### config.mk
export PLATFORM = sky130hd
export DESIGN_NAME = sat_csr_flat
export DESIGN_NICKNAME = d
export VERILOG_FILES = /design/src/hw/rtl/sat_pkg.sv /design/src/hw/rtl/sat_if.sv /design/src/hw/rtl/sat_csr.sv /design/src/flat_wrapper.sv
export SDC_FILE = /design/constraint.sdc
export NUM_CORES = 1
export LEC_CHECK = 0
export CAP_MARGIN = 10
export CORE_MARGIN = 1.5
export CORE_UTILIZATION = 55
export CTS_BUF_LIST = sky130_fd_sc_hd__clkbuf_8 sky130_fd_sc_hd__clkbuf_16
export DETAILED_ROUTE_END_ITERATION = 10
export DONT_BUFFER_PORTS = 1
export PLACE_DENSITY = 0.7
export SYNTH_ARGS = -nofsm -noshare
export SYNTH_HDL_FRONTEND = slang
export SYNTH_SLANG_ARGS = --single-unit
export TNS_END_PERCENT = 50
### constraint.sdc
create_clock -name clock -period 1.47 [get_ports clock]
set_input_delay 0.147 -clock clock [delete_from_list [all_inputs] [get_ports clock]]
set_output_delay 0.147 -clock clock [all_outputs]
set_load 0.01 [all_outputs]
### src/hw/rtl/sat_pkg.sv
// Shared constants and types of the RGB summed-area table block.
package sat_pkg;

   // Field widths of the channels.
   localparam int PIXEL_W = 8;
   localparam int CFG_W = 10;
   localparam int CSR_IDX_W = 2;
   localparam int SUM_W = 26;
   localparam int NUM_CH = 3;

   // Value limits.
   localparam int PIXEL_MAX = 255;
   localparam logic [SUM_W-1:0] SUM_MAX = {SUM_W{1'b1}};

   // Size handling: last-index fields hold up to 4095.
   localparam int SIZE_LAST_W = 12;
   localparam int RESET_SIZE = 512;
   localparam int DEFAULT_MAX_WIDTH = 512;
   localparam int DEFAULT_MAX_HEIGHT = 512;

   // Channel order inside a packed RGB word.
   localparam int CH_RED = 0;
   localparam int CH_GREEN = 1;
   localparam int CH_BLUE = 2;

   // Register indexes of the configuration port.
   typedef enum logic [CSR_IDX_W-1:0] {
      REG_IMAGE_WIDTH = 2'd0,
      REG_IMAGE_HEIGHT = 2'd1
   } sat_reg_type;

   // Last column and last row in use, as set by the size registers.
   typedef struct packed {
      logic [SIZE_LAST_W-1:0] col_last;
      logic [SIZE_LAST_W-1:0] row_last;
   } sat_size_type;

   // One summed-area word for all three channels.
   typedef logic [NUM_CH-1:0][SUM_W-1:0] sat_rgb_sum_type;

endpackage

### src/hw/rtl/sat_if.sv


// Configuration write channel.
interface sat_csr_if;
   logic                           valid;
   logic                           ready;
   logic [sat_pkg::CSR_IDX_W-1:0]  reg_index;
   logic [sat_pkg::CFG_W-1:0]      write_data;

   modport source(output valid, output reg_index, output write_data, input ready);
   modport sink(input valid, input reg_index, input write_data, output ready);
endinterface

### src/hw/rtl/sat_csr.sv
// Image size registers, kept as last column and last row indexes.
module sat_csr #(
   parameter int MAX_WIDTH = sat_pkg::DEFAULT_MAX_WIDTH,
   parameter int MAX_HEIGHT = sat_pkg::DEFAULT_MAX_HEIGHT
) (
   input  logic                  clock,
   input  logic                  reset,
   sat_csr_if.sink               csr_ch,
   output sat_pkg::sat_size_type size_o
);

   localparam int EXT_W = sat_pkg::SIZE_LAST_W + 1;

   // A size of zero acts as one, a size above the maximum acts as the maximum.
   function automatic logic [sat_pkg::SIZE_LAST_W-1:0] size_last(
      input logic [sat_pkg::CFG_W-1:0] v,
      input logic [EXT_W-1:0]          top
   );
      logic [EXT_W-1:0] v_ext;
      logic [EXT_W-1:0] res;
      v_ext = {{(EXT_W - sat_pkg::CFG_W){1'b0}}, v};
      if (v_ext == '0) begin
         res = '0;
      end else if (v_ext > top) begin
         res = top - EXT_W'(1);
      end else begin
         res = v_ext - EXT_W'(1);
      end
      return res[sat_pkg::SIZE_LAST_W-1:0];
   endfunction

   localparam logic [EXT_W-1:0] TOP_W = EXT_W'(MAX_WIDTH);
   localparam logic [EXT_W-1:0] TOP_H = EXT_W'(MAX_HEIGHT);

   sat_pkg::sat_size_type size_ff;
   sat_pkg::sat_size_type size_in;
   logic                  csr_fire;

   assign csr_ch.ready = 1'b1;
   assign csr_fire = csr_ch.valid & csr_ch.ready;

   // Register decode; unknown indexes are ignored.
   always_comb begin
      size_in = size_ff;
      if (csr_fire) begin
         unique case (csr_ch.reg_index)
            sat_pkg::REG_IMAGE_WIDTH: begin
               size_in.col_last = size_last(csr_ch.write_data, TOP_W);
            end
            sat_pkg::REG_IMAGE_HEIGHT: begin
               size_in.row_last = size_last(csr_ch.write_data, TOP_H);
            end
            default: begin
               size_in = size_ff;
            end
         endcase
      end
   end

   always_ff @(posedge clock) begin
      if (reset) begin
         size_ff.col_last <= size_last(sat_pkg::CFG_W'(sat_pkg::RESET_SIZE), TOP_W);
         size_ff.row_last <= size_last(sat_pkg::CFG_W'(sat_pkg::RESET_SIZE), TOP_H);
      end else begin
         size_ff <= size_in;
      end
   end

   assign size_o = size_ff;

endmodule

### src/flat_wrapper.sv
// flat-port wrapper written by rule: the top's interface ports become plain ports
module sat_csr_flat 
#(
   parameter int MAX_WIDTH = sat_pkg::DEFAULT_MAX_WIDTH,
   parameter int MAX_HEIGHT = sat_pkg::DEFAULT_MAX_HEIGHT
)
  (clock, reset, size_o, csr_ch_valid, csr_ch_reg_index, csr_ch_write_data, csr_ch_ready);
  sat_csr_if csr_ch_i ();
  input  logic clock;
  input  logic reset;
  output sat_pkg::sat_size_type size_o;
  input wire logic [$bits(csr_ch_i.valid)-1:0] csr_ch_valid;
  input wire logic [$bits(csr_ch_i.reg_index)-1:0] csr_ch_reg_index;
  input wire logic [$bits(csr_ch_i.write_data)-1:0] csr_ch_write_data;
  output wire logic [$bits(csr_ch_i.ready)-1:0] csr_ch_ready;
  assign csr_ch_i.valid = csr_ch_valid;
  assign csr_ch_i.reg_index = csr_ch_reg_index;
  assign csr_ch_i.write_data = csr_ch_write_data;
  assign csr_ch_ready = csr_ch_i.ready;
  sat_csr #(.MAX_WIDTH(MAX_WIDTH), .MAX_HEIGHT(MAX_HEIGHT)) u_core (.clock(clock), .reset(reset), .csr_ch(csr_ch_i), .size_o(size_o));
endmodule
# ---- Yosys cells after proc, flatten, opt, wreduce, memory -nomap -nowiden
# Index checks and enable logic that the tools add are counted.
dict set report totals {
  regBits 24
  input_bits 15
  out_inout_bits 25
  elab_cells 11
}
dict set report classes {
  n_addsub 1
  n_lt_le_gt_ge 1
  n_eq_ne 1
  muxes 2
  reduce_logical 4
}
# op n
set op_table {}
lappend op_table {{$mux W12} 2}
lappend op_table {{$sub A10 B1 Y11 const B} 1}
lappend op_table {{$gt A10 B10 Y1 const B} 1}
lappend op_table {{$logic_not A10 Y1} 1}
lappend op_table {{$reduce_and A2 Y1} 2}
lappend op_table {{$eq A2 B1 Y1 const B} 1}
lappend op_table {{$logic_not A2 Y1} 1}

# ---- Longest topological paths before layout
# Gate-level depths: netlist of the first run.
dict set report depth {
  word_depth 3
  depth_mapped 7
  mapped_depth_nobuf 6
}

# ---- Least setup slack after synthesis of the first run
# OpenSTA, ideal clock, no wires.
dict set report synth_path {
  path_kind {input -> register}
  startpoint {input port csr_ch_write_data[0]}
  endpoint {register u_core.size_ff (netlist bit u_core.size_o[10])}
  setup_time_ns 0.070
  arrival_ns 1.405
  setup_slack_ns -0.006
  cell_stages 7
  n_path_buf 1
  cell_sequence {inv_1 > ha_1 > clkbuf_1 > nor2b_1 > nand3_1 > or4_1 > a21oi_1}
}
dict set report synth_via {
  elab_chain_cells 3
}
# element line
set synth_lines {}
lappend synth_lines {{start, declared} flat_wrapper.sv:14} ;# input wire logic [$bits(csr_ch_i.write_data)-1:0] csr_ch_write_data;
lappend synth_lines {{$sub A10 B1 Y11 or $gt A10 B10 Y1 (tied branches)} {sat_csr.sv:27, sat_csr.sv:24}}
lappend synth_lines {{$mux W12} sat_csr.sv:24} ;# end else if (v_ext > top) begin
lappend synth_lines {{$mux W12 *} sat_csr.sv:22} ;# if (v_ext == '0) begin
lappend synth_lines {{end signal, assigned} sat_csr.sv:65} ;# size_ff <= size_in;
lappend synth_lines {{end, declared} sat_csr.sv:35} ;# sat_pkg::sat_size_type size_ff;
# Every way passes the cells marked *; elsewhere a longest branch is shown, timed or not.
# A chain may end at the register's enable or synchronous reset.

# ---- Worst setup path in the final report of the first run
dict set report layout_path {
  startpoint {input port csr_ch_write_data[0]}
  endpoint {register u_core.size_ff (netlist bit u_core.size_o[19])}
}
dict set report layout_via {
  elab_chain_cells 3
}
# element line
set layout_lines {}
lappend layout_lines {{$sub A10 B1 Y11 or $gt A10 B10 Y1 (tied branches)} {sat_csr.sv:27, sat_csr.sv:24}}
lappend layout_lines {{$mux W12} sat_csr.sv:24}
lappend layout_lines {{$mux W12 *} n/a}
# Marks and branches as above.

==> results of run 1 <==
## final cells by class
cell class,instances,share of cell area (%)
Timing Repair Buffer,11,6.49
Tap cell,28,2.60
Sequential cell,22,32.6
Multi-Input combinational cell,111,52.5
Clock buffer,4,4.08
Inverter,6,1.67
## path summary, 6_finish.rpt
check,endpoint,slack [ns],cells past startpoint,startpoint
max,u_core.size_o[19]$_SDFFE_PP1P_,0.21,8,csr_ch_write_data[0]
min,u_core.size_o[1]$_SDFFE_PP1P_,0.01,2,reset
max reg2reg,u_core.size_o[14]$_SDFFE_PP1P_,0.72,2,u_core.size_o[14]$_SDFFE_PP1P_
min reg2reg,u_core.size_o[9]$_SDFFE_PP0P_,0.50,2,u_core.size_o[9]$_SDFFE_PP0P_
## per-layer routing
layer / share of wire (%) / up-vias
met4: 1.4 / 0
met5: 0 / -
met1: 44 / 544
met2: 48 / 51
li1: - / 569
met3: 7.0 / 4
## through the flow
step	hold slack [ns]	power, W
CTS	0.00469	0.00121
finish	0.0102	0.00120
global placement	0.219	0.000783
detailed placement	0.220	0.000787
floorplan	0.374	0.000775
global route	0.0206	0.00125
## power breakdown
| part | leakage [nW] | switching (W) | internal [W] |
|---|---|---|---|
| sequential | 0.180 | 0.0000231 | 0.000616 |
| clock | 0.0288 | 0.000180 | 0.000238 |
| combinational | 0.245 | 0.0000796 | 0.0000642 |
| total | 0.453 | 0.000283 | 0.000919 |
## cell usage after synthesis, drive strengths merged
master	instances
xnor2	1
and3b	1
maj3	3
mux2i	1
o21ai	18
nor3	12
ha	2
nor2b	2
nand4	4
a2111oi	1
inv	6
nor2	7
dfxtp	22
xor2	1
or3	2
buf	7
o31a	1
nor3b	5
a31oi	4
nand2	6
clkbuf	7
nor4	2
a21oi	17
nand4b	1
a211oi	3
nand3b	1
o311ai	2
and3	1
o2111ai	1
nand3	5
conb	1
or4	5
or3b	1
## worst max-delay path: stages
cell	delay [ns]
inv_1	0.06
ha_1	0.19
buf_4	0.12
nor2b_1	0.12
nor3_1	0.06
o311ai_0	0.44
buf_4	0.20
o21ai_0	0.06
## kinds of logic after synthesis
kind of cell | count (synthesis) | synth area share (%)
other | 1 | 0.300
adders and majority gates | 5 | 4.50
DFF | 22 | 35.2
muxes | 1 | 0.801
and+or+nand+nor | 55 | 26.9
buffers and inverters | 20 | 8.01
xor gates and xnor gates | 2 | 1.40
AOI/OAI and AO/OA | 47 | 22.8
==> impl_metrics.csv, run 1 <==
group,metric,value,unit
status,status,"complete, no violations",
floorplan,pin_count,40,
sta,hold_viol_final,0,
synth,syn-num-nets,170,
floorplan,die_w,50.7,um
grt,grtUsageTotal,25.4,%
floorplan,row_count,17,
route,drtPass1Iterations,4,
worst_setup_path,critPathMaxFanout,8,
finish,layout_commonest_cell,"dfxtp_1",
placed_design,numPortBuffers,0,
synth,postSynthCellCount,153,
synth,synth_cell_types,42,
route,routed_wl,3.03,mm
cts,cts_buffers,3,
worst_setup_path,path_class,"in2reg",
floorplan,start_util,57.6,%
finish,num_antenna_cells,0,
finish,utilization,62.2,%
placed_design,gp_congestion,0.881,
cts,clock_path_buffers,2,
finish,drive_above_1_share,12.3,%
grt,grt_max_degree,17,
grt,grt_use_met1,32.7,%
finish,syn2layout_area_growth,8.01,%
power_and_ir_drop,p_per_area,890,nW/um^2
route,antenna_left,0,
sta,min_period_over_period,85.8,%
sta,worst_slack,0.209,ns
sta,min_period,1.26,ns
grt,grt_overflow_total,0,
worst_hold_path,hold_class,"in2reg",
worst_setup_path,start_kind,"input pin",
placed_design,pre_cts_ws,0.00987,ns
cts,cts_resized,0,
cts,htreeDepth,1,
worst_setup_path,endpoint_kind,"flop",
cts,root_buffer,"clkbuf_8",
power_and_ir_drop,p_leak,0.453,nW
route,viasPerCell,6.42,
sta,finalSetupViolCount,0,
sta,fmax,793,MHz
synth,ys_warn_count,0,
cts,clk_pin_slew,0.08,ns
grt,met2_usage,42.8,%
synth,synth_area_leaders,"dfxtp_1 35%, a21oi_1 6.8%, o21ai_0 6.4%, nor3_1 4.0%, buf_4 2.4%",
synth,synth-seq-cells,22,
grt,grt_pass1_vias,1114,
cts,post_cts_buffers,0,
sta,drv_slew,0,
grt,antenna_found_initial,0,
placed_design,dp.cells,176,
route,drc,0,
job,drv_cap,0,
synth,yosysTopAreaCell,"dfxtp_1",
finish,seq_area,440,sq um
route,drtIter0Drc,33,
sta,fin_skew,0,ns
grt,grt_pass1_wl,5.01,mm
floorplan,core-area,2170,sq um
sta,tns,0,ns
finish,layout_common_cells,"22 x dfxtp_1, 17 x a21oi_1, 16 x o21ai_0",
placed_design,hpwl,2.30,mm
sta,rsz0062_at_grt,"no",
route,vias,1168,
finish,finalInstanceArea,1350,sq um
cts,clock_latency,0.25,ns
placed_design,place_area,1270,sq um
finish,fill_cells,229,
floorplan,die_h,50.7,um
cts,cts_tree,"built",
finish,layout.cells.non_filler,182,
finish,largest_reg_flops,22,
grt,busiest_layer,"met2",
sta,tightest_slew,0.605,ns
cts,cts.sinks,22,
synth,netlist.area_leader.share,35.2,%
finish,multi_input_area,709,sq um
route,post_drt_wl_per_cell,16.6,um
cts,postCtsHoldBufs,1,
synth,syn_area_per_cell,8.17,sq um
floorplan,dieArea,2570,sq um
finish,fin_nets,172,
synth,syn-cell-area,1250,sq um
sta,max_slew_margin,59.6,%
grt,grtUsageMet3,3.87,%
power_and_ir_drop,peakVddDrop,0.628,mV
worst_setup_path,crit_required,1.61,ns
worst_setup_path,worstPathArrival,1.40,ns
synth,ys_seq_area_share,35.2,%
(Power assumes the default switching activity.)
==> inputs of run 2 (changes only) <==
--- a/config.mk
+++ b/config.mk
@@ -5,13 +5,14 @@
 export SDC_FILE = /design/constraint.sdc
 export NUM_CORES = 1
 export LEC_CHECK = 0
+export ABC_AREA = 1
 export CAP_MARGIN = 10
 export CORE_MARGIN = 1.5
-export CORE_UTILIZATION = 55
+export CORE_UTILIZATION = 54
 export CTS_BUF_LIST = sky130_fd_sc_hd__clkbuf_8 sky130_fd_sc_hd__clkbuf_16
 export DETAILED_ROUTE_END_ITERATION = 10
 export DONT_BUFFER_PORTS = 1
-export PLACE_DENSITY = 0.7
+export PLACE_DENSITY = 0.69
 export SYNTH_ARGS = -nofsm -noshare
 export SYNTH_HDL_FRONTEND = slang
 export SYNTH_SLANG_ARGS = --single-unit
==> run 2 against run 1 <==
- largest power group unchanged
- critical path type unchanged
- area after synthesis is 9.4% lower
- hold slack better by 0.070 ns
- final area is 10% lower
- highest routed layer unchanged
- critical endpoint is now u_core.size_o[12]$_SDFFE_PP1P_
==> impl_metrics.csv, run 2 <==
group,metric,value,unit
finish,syn2layout_area_growth,7.29,%
floorplan,row_count,16,
worst_setup_path,crit_required,1.67,ns
finish,largest_reg_flops,22,
synth,synth.most_common_cell,"nand2_1",
route,drtIter0Drc,38,
synth,netlist.area_leader.share,38.9,%
sta,rsz0062_at_grt,"no",
route,viasPerCell,5.42,
grt,antenna_found_initial,0,
cts,clock_path_buffers,2,
sta,tightest_slew,0.605,ns
cts,cts_buffers,3,
synth,syn_area_per_cell,6.95,sq um
floorplan,dieArea,2380,sq um
synth,synth-seq-cells,22,
grt,grt_max_degree,19,
worst_setup_path,critPathMaxFanout,17,
worst_setup_path,max_stage_delay,0.92,ns
worst_setup_path,path_class,"in2reg",
cts,post_cts_buffers,0,
finish,layout_common_cells,"40 x nand2_1, 24 x nand3_1, 22 x a21oi_1, 22 x dfxtp_1, 11 x inv_1",
power_and_ir_drop,p_per_area,1100,nW/um^2
synth,synthSimpleGateAreaFrac,34.5,%
sta,fin_skew,0,ns
finish,drive_above_1_share,11.0,%
synth,syn-num-nets,180,
worst_setup_path,r2r_setup_slack,0.71,ns
status,status,"complete, no violations",
worst_setup_path,worstPathArrival,1.27,ns
floorplan,die_w,48.8,um
finish,fin_nets,181,
worst_setup_path,cp-endpoint,"u_core.size_o[12]$_SDFFE_PP1P_",
worst_setup_path,path_cells,"dlygate4sd3_1 > a21oi_1 > nand2_1",
power_and_ir_drop,p_leak,0.485,nW
sta,min_period,1.07,ns
sta,holdWs,0.0801,ns
route,drc,0,
cts,root_buffer,"clkbuf_8",
synth,synth-xor-area-share,0.773,%
grt,grtUsageTotal,22.5,%
synth,yosysTopAreaCell,"dfxtp_1",
route,antenna_left,0,
job,drv_cap,0,
route,vias,1030,
finish,finalInstanceArea,1210,sq um
worst_setup_path,start_kind,"input pin",
sta,fmax,939,MHz
cts,htreeDepth,1,
placed_design,numPortBuffers,0,
worst_setup_path,critPathLaunch,"reset",
route,routed_wl,2.43,mm
synth,postSynthCellCount,163,
synth,ys_warn_count,0,
synth,synth_compound_area_share,13.3,%
sta,hold_viol_final,0,
synth,synth_top_family_by_area,"simple AND/OR/NAND/NOR gates",
route,drtPass1Iterations,4,
synth,syn-cell-area,1130,sq um
sta,finalSetupViolCount,0,
synth,synth_fa_ha_area_share,2.21,%
placed_design,place_area,1120,sq um
placed_design,hpwl,1.88,mm
synth,ys_seq_area_share,38.9,%
floorplan,pin_count,40,
floorplan,core-area,1960,sq um
grt,grt_pass1_wl,4.23,mm
cts,cts.sinks,22,
worst_hold_path,hold_class,"in2reg",
floorplan,start_util,57.7,%
worst_setup_path,crit_slowest_cell,"dlygate4sd3_1",
synth,synth.area.mux_share,0,%
worst_setup_path,r2r_cells,2,
placed_design,gp_congestion,0.954,
floorplan,die_h,48.8,um
route,post_drt_wl_per_cell,12.8,um
sta,drv_slew,0,
finish,num_antenna_cells,0,
cts,cts_tree,"built",
grt,grt_pass1_vias,979,
synth,synth_edf_count,0,
cts,cts_resized,0,
synth,synth_cell_types,23,
synth,ys_top_cells_by_count,"40 x nand2_1, 24 x nand3_1, 22 x a21oi_1, 22 x dfxtp_1, 11 x inv_1",
worst_setup_path,rr_startpoint,"u_core.size_o[10]$_SDFFE_PP0P_",
sta,max_slew_margin,59.5,%
cts,clk_pin_slew,0.07,ns
sta,min_period_over_period,72.5,%
synth,synthFlopType,"dfxtp_1",
power_and_ir_drop,power,0.00134,W
grt,grt_overflow_total,0,
sta,tns,0,ns
synth,synth_area_leaders,"dfxtp_1 39%, nand2_1 13%, nand3_1 11%, a21oi_1 9.7%, inv_1 3.6%",
power_and_ir_drop,peakVddDrop,0.656,mV
cts,clock_latency,0.26,ns
worst_setup_path,worstReg2RegEnd,"u_core.size_o[10]$_SDFFE_PP0P_",
worst_setup_path,endpoint_kind,"flop",
finish,utilization,61.9,%
synth,synthArstFlopShare,0,%
finish,layout_commonest_cell,"nand2_1",
## run 2: changes by cell type after synthesis, moves of 6 or more
| cell | before | now |
|---|---|---|
| nor3_1 | 10 | 1 |
| o21ai_0 | 16 | 8 |
| nand2_1 | 6 | 40 |
| nand3_1 | 5 | 24 |
| clkbuf_1 | 7 | 1 |
## run 2: kinds of logic after synthesis
kind of cell	Yosys count
and+or+nand+nor	84
AOI/OAI and AO/OA	30
buffers and inverters	23
DFF	22
adders and majority gates	2
xor gates and xnor gates	1
other	1
## run 2: layer usage
layer	track usage, %	up-vias	wire, um
li1	-	528	-
met1	28.4	472	1070
met2	38.4	28	1190
met3	5.83	2	150
met4	5.71	0	11
met5	0	-	0
## run 2: how the worst min path moves through the flow
stage,start,to,slack (ns),depth (start not counted)
after floorplan,csr_ch_reg_index[1],u_core.size_o[0]$_SDFFE_PP1P_,0.34,3
after global placement,reset,u_core.size_o[19]$_SDFFE_PP1P_,0.25,2
after detailed placement,reset,u_core.size_o[20]$_SDFFE_PP1P_,0.25,2
after CTS,reset,u_core.size_o[17]$_SDFFE_PP1P_,0.002,2
after global routing,reset,u_core.size_o[21]$_SDFFE_PP0P_,0.09,3
final,reset,u_core.size_o[21]$_SDFFE_PP0P_,0.08,3
## run 2: power breakdown
group	switching (W)	total (W)	internal, W
clock	0.000182	0.000546	0.000363
combinational	0.0000817	0.000131	0.0000493
sequential	0.0000354	0.000662	0.000627
total	0.000299	0.00134	0.00104
## run 2: metrics by stage
| step | std cells | setup WS [ns] |
|---|---|---|
| final | 190 | 0.405 |
| after global routing | 190 | 0.319 |
| after CTS | 189 | 0.418 |
| after detailed placement | 184 | 0.213 |
| after global placement | 184 | 0.217 |
| after floorplan | 163 | 0.355 |
## run 2: worst max-delay path: cells and delay by family
kind / cells / cell delay, ns
AOI/OAI and AO/OA: 1 / 0.10
and+or+nand+nor: 1 / 0.09
buffers and inverters: 1 / 0.92
## run 2: area by class of cell
| class | instances | area, sq um |
|---|---|---|
| Clock buffer | 3 | 41.3 |
| Timing Repair Buffer | 4 | 35.0 |
| Inverter | 15 | 56.3 |
| Fill cell | 192 | 747 |
| Tap cell | 27 | 33.8 |
| Clock inverter | 1 | 30.0 |
| Sequential cell | 22 | 440 |
| Multi-Input combinational cell | 118 | 578 |
## run 2: what timing repair did
action,in CTS,in global routing
endpoints found under the setup margin,0,0
hold buffers,1,1
hold endpoints to repair,17,1
==> inputs of run 3 (changes only) <==
--- a/config.mk
+++ b/config.mk
@@ -8,11 +8,11 @@
 export ABC_AREA = 1
 export CAP_MARGIN = 10
 export CORE_MARGIN = 1.5
-export CORE_UTILIZATION = 54
+export CORE_UTILIZATION = 56
 export CTS_BUF_LIST = sky130_fd_sc_hd__clkbuf_8 sky130_fd_sc_hd__clkbuf_16
 export DETAILED_ROUTE_END_ITERATION = 10
 export DONT_BUFFER_PORTS = 1
-export PLACE_DENSITY = 0.69
+export PLACE_DENSITY = 0.68
 export SYNTH_ARGS = -nofsm -noshare
 export SYNTH_HDL_FRONTEND = slang
 export SYNTH_SLANG_ARGS = --single-unit
==> constraint.sdc (replaced) <==
create_clock -name clock -period 1 [get_ports clock]
set_input_delay 0.1 -clock clock [delete_from_list [all_inputs] [get_ports clock]]
set_output_delay 0.1 -clock clock [all_outputs]
set_load 0.01 [all_outputs]
==> run 3 against run 2 <==
- total power grew 49%
- combinational power grew 64%
- clock power grew 49%
- via count shrank 1.2%
- clock-buffer cell count is the same
- core utilization grew 4.2 points
- hold slack lost 0.045 ns
- routed wire length grew 1.9%
- clock skew is the same
- global-route usage shrank 0.41 points
- largest cell class unchanged
- non-clock buffer count grew 7
- sequential cell count is the same
==> impl_metrics.csv, run 3 (synthesized netlist as in run 2, its figures left out) <==
group,metric,value,unit
worst_setup_path,endpoint_kind,"flop",
route,vias,1018,
grt,antenna_found_initial,0,
route,drtPass1Iterations,4,
grt,grt_overflow_total,0,
sta,tightest_slew,0.604,ns
finish,drive_above_1_share,15.9,%
floorplan,die_w,48.0,um
sta,min_period,0.839,ns
worst_setup_path,worstPathArrival,0.99,ns
grt,grt_pass1_wl,3.53,mm
placed_design,gp_congestion,0.904,
route,antenna_left,0,
sta,fin_skew,0,ns
sta,hold_viol_final,0,
worst_setup_path,crit_required,1.15,ns
worst_setup_path,max_stage_delay,0.13,ns
floorplan,pin_count,40,
sta,tns,0,ns
worst_setup_path,start_kind,"input pin",
status,status,"complete, no violations",
worst_hold_path,hold_class,"in2reg",
worst_setup_path,cp_num_buf_inv,1,
sta,rsz0062_at_grt,"no",
cts,clock_path_buffers,2,
worst_setup_path,path_cells,"inv_1 > ha_1 > nand2_1 > nor2_2 > nand2_1 > nand2_4 > nand3_1 > nand3_1 > nand2_1",
finish,seq_area,440,sq um
floorplan,row_count,16,
cts,cts_tree,"built",
job,drv_cap,0,
finish,layout_commonest_cell,"nand2_1",
worst_setup_path,cp_top_family,"simple AND/OR/NAND/NOR gates",
cts,clk_pin_slew,0.08,ns
route,drc,0,
power_and_ir_drop,p_per_area,1550,nW/um^2
worst_setup_path,crit_slowest_cell,"ha_1",
floorplan,dieArea,2300,sq um
finish,multi_input_area,583,sq um
cts,cts.sinks,22,
grt,grtUsageTotal,22.1,%
worst_setup_path,timing.critical_path.mode_cell,"nand2_1",
finish,largest_reg_flops,22,
worst_setup_path,critPathMaxFanout,9,
sta,worst_slack,0.161,ns
sta,fmax,1190,MHz
sta,max_slew_margin,59.8,%
placed_design,pre_cts_ws,-0.153,ns
finish,num_antenna_cells,0,
placed_design,hpwl,1.91,mm
finish,fin_nets,188,
route,routed_wl,2.47,mm
floorplan,die_h,48.0,um
sta,holdWs,0.0347,ns
sta,drv_slew,0,
worst_setup_path,path_class,"in2reg",
route,drtIter0Drc,28,
grt,grt_pass1_vias,841,
floorplan,core-area,1940,sq um
grt,grt_max_degree,19,
finish,syn2layout_area_growth,13.5,%
finish,fill_cells,188,
power_and_ir_drop,p_leak,0.536,nW
placed_design,numPortBuffers,0,
sta,finalSetupViolCount,0,
cts,cts_buffers,3,
cts,post_cts_buffers,0,
sta,min_period_over_period,83.9,%
route,post_drt_wl_per_cell,12.5,um
power_and_ir_drop,peakVddDrop,0.884,mV
cts,clock_latency,0.26,ns
floorplan,start_util,58.3,%
cts,root_buffer,"clkbuf_8",
finish,layout_common_cells,"40 x nand2_1, 24 x nand3_1, 22 x a21oi_1, 22 x dfxtp_1, 10 x inv_1",
cts,htreeDepth,1,
route,viasPerCell,5.17,
[run 3: final timing paths]
kind	start	endpoint	slack (ns)	cells past startpoint
hold reg to reg	u_core.size_o[14]$_SDFFE_PP1P_	u_core.size_o[14]$_SDFFE_PP1P_	0.54	2
setup / recovery	csr_ch_write_data[1]	u_core.size_o[20]$_SDFFE_PP1P_	0.16	9
hold / removal	reset	u_core.size_o[21]$_SDFFE_PP0P_	0.03	3
setup reg to reg	u_core.size_o[4]$_SDFFE_PP1P_	u_core.size_o[4]$_SDFFE_PP1P_	0.31	2
[run 3: what timing repair did]
action / in CTS / in global routing
endpoints found under the hold margin: 18 / 0
hold buffers: 1 / 0
setup endpoints to repair: 0 / 18
gates resized for setup: 0 / 2
[run 3: tightest hold or removal path, stage by stage]
cell and delay (ns):
inv_1 0.04, o21ai_0 0.07, a21oi_1 0.04
[run 3: report_power, final]
group / switching [W] / internal (W) / total [W]
combinational: 0.000129 / 0.0000866 / 0.000215
sequential: 0.0000466 / 0.000921 / 0.000968
clock: 0.000277 / 0.000534 / 0.000811
[run 3: area by class of cell]
cell class | instances | area share (%)
Tap cell | 27 | 2.63
Clock buffer | 3 | 3.21
Clock inverter | 1 | 2.34
Timing Repair Buffer | 11 | 7.79
Sequential cell | 22 | 34.3
Multi-Input combinational cell | 118 | 45.4
Inverter | 15 | 4.38
[run 3: stage by stage]
stage,util (%),power [W],instances,cell area (sq um)
global placement,61.6,0.00118,192,1200
finish,66.2,0.00199,197,1280
floorplan,-,0.00115,163,1130
global route,66.2,0.00207,197,1280
CTS,65.8,0.00201,197,1280
detailed placement,61.6,0.00119,192,1200
[run 3: per-layer routing]
metal | part of all wire, % | global-route usage (%)
met1 | 45 | 29.4
met2 | 49 | 34.4
met3 | 5.2 | 6.04
met4 | 0.44 | 7.57
met5 | 0 | 0
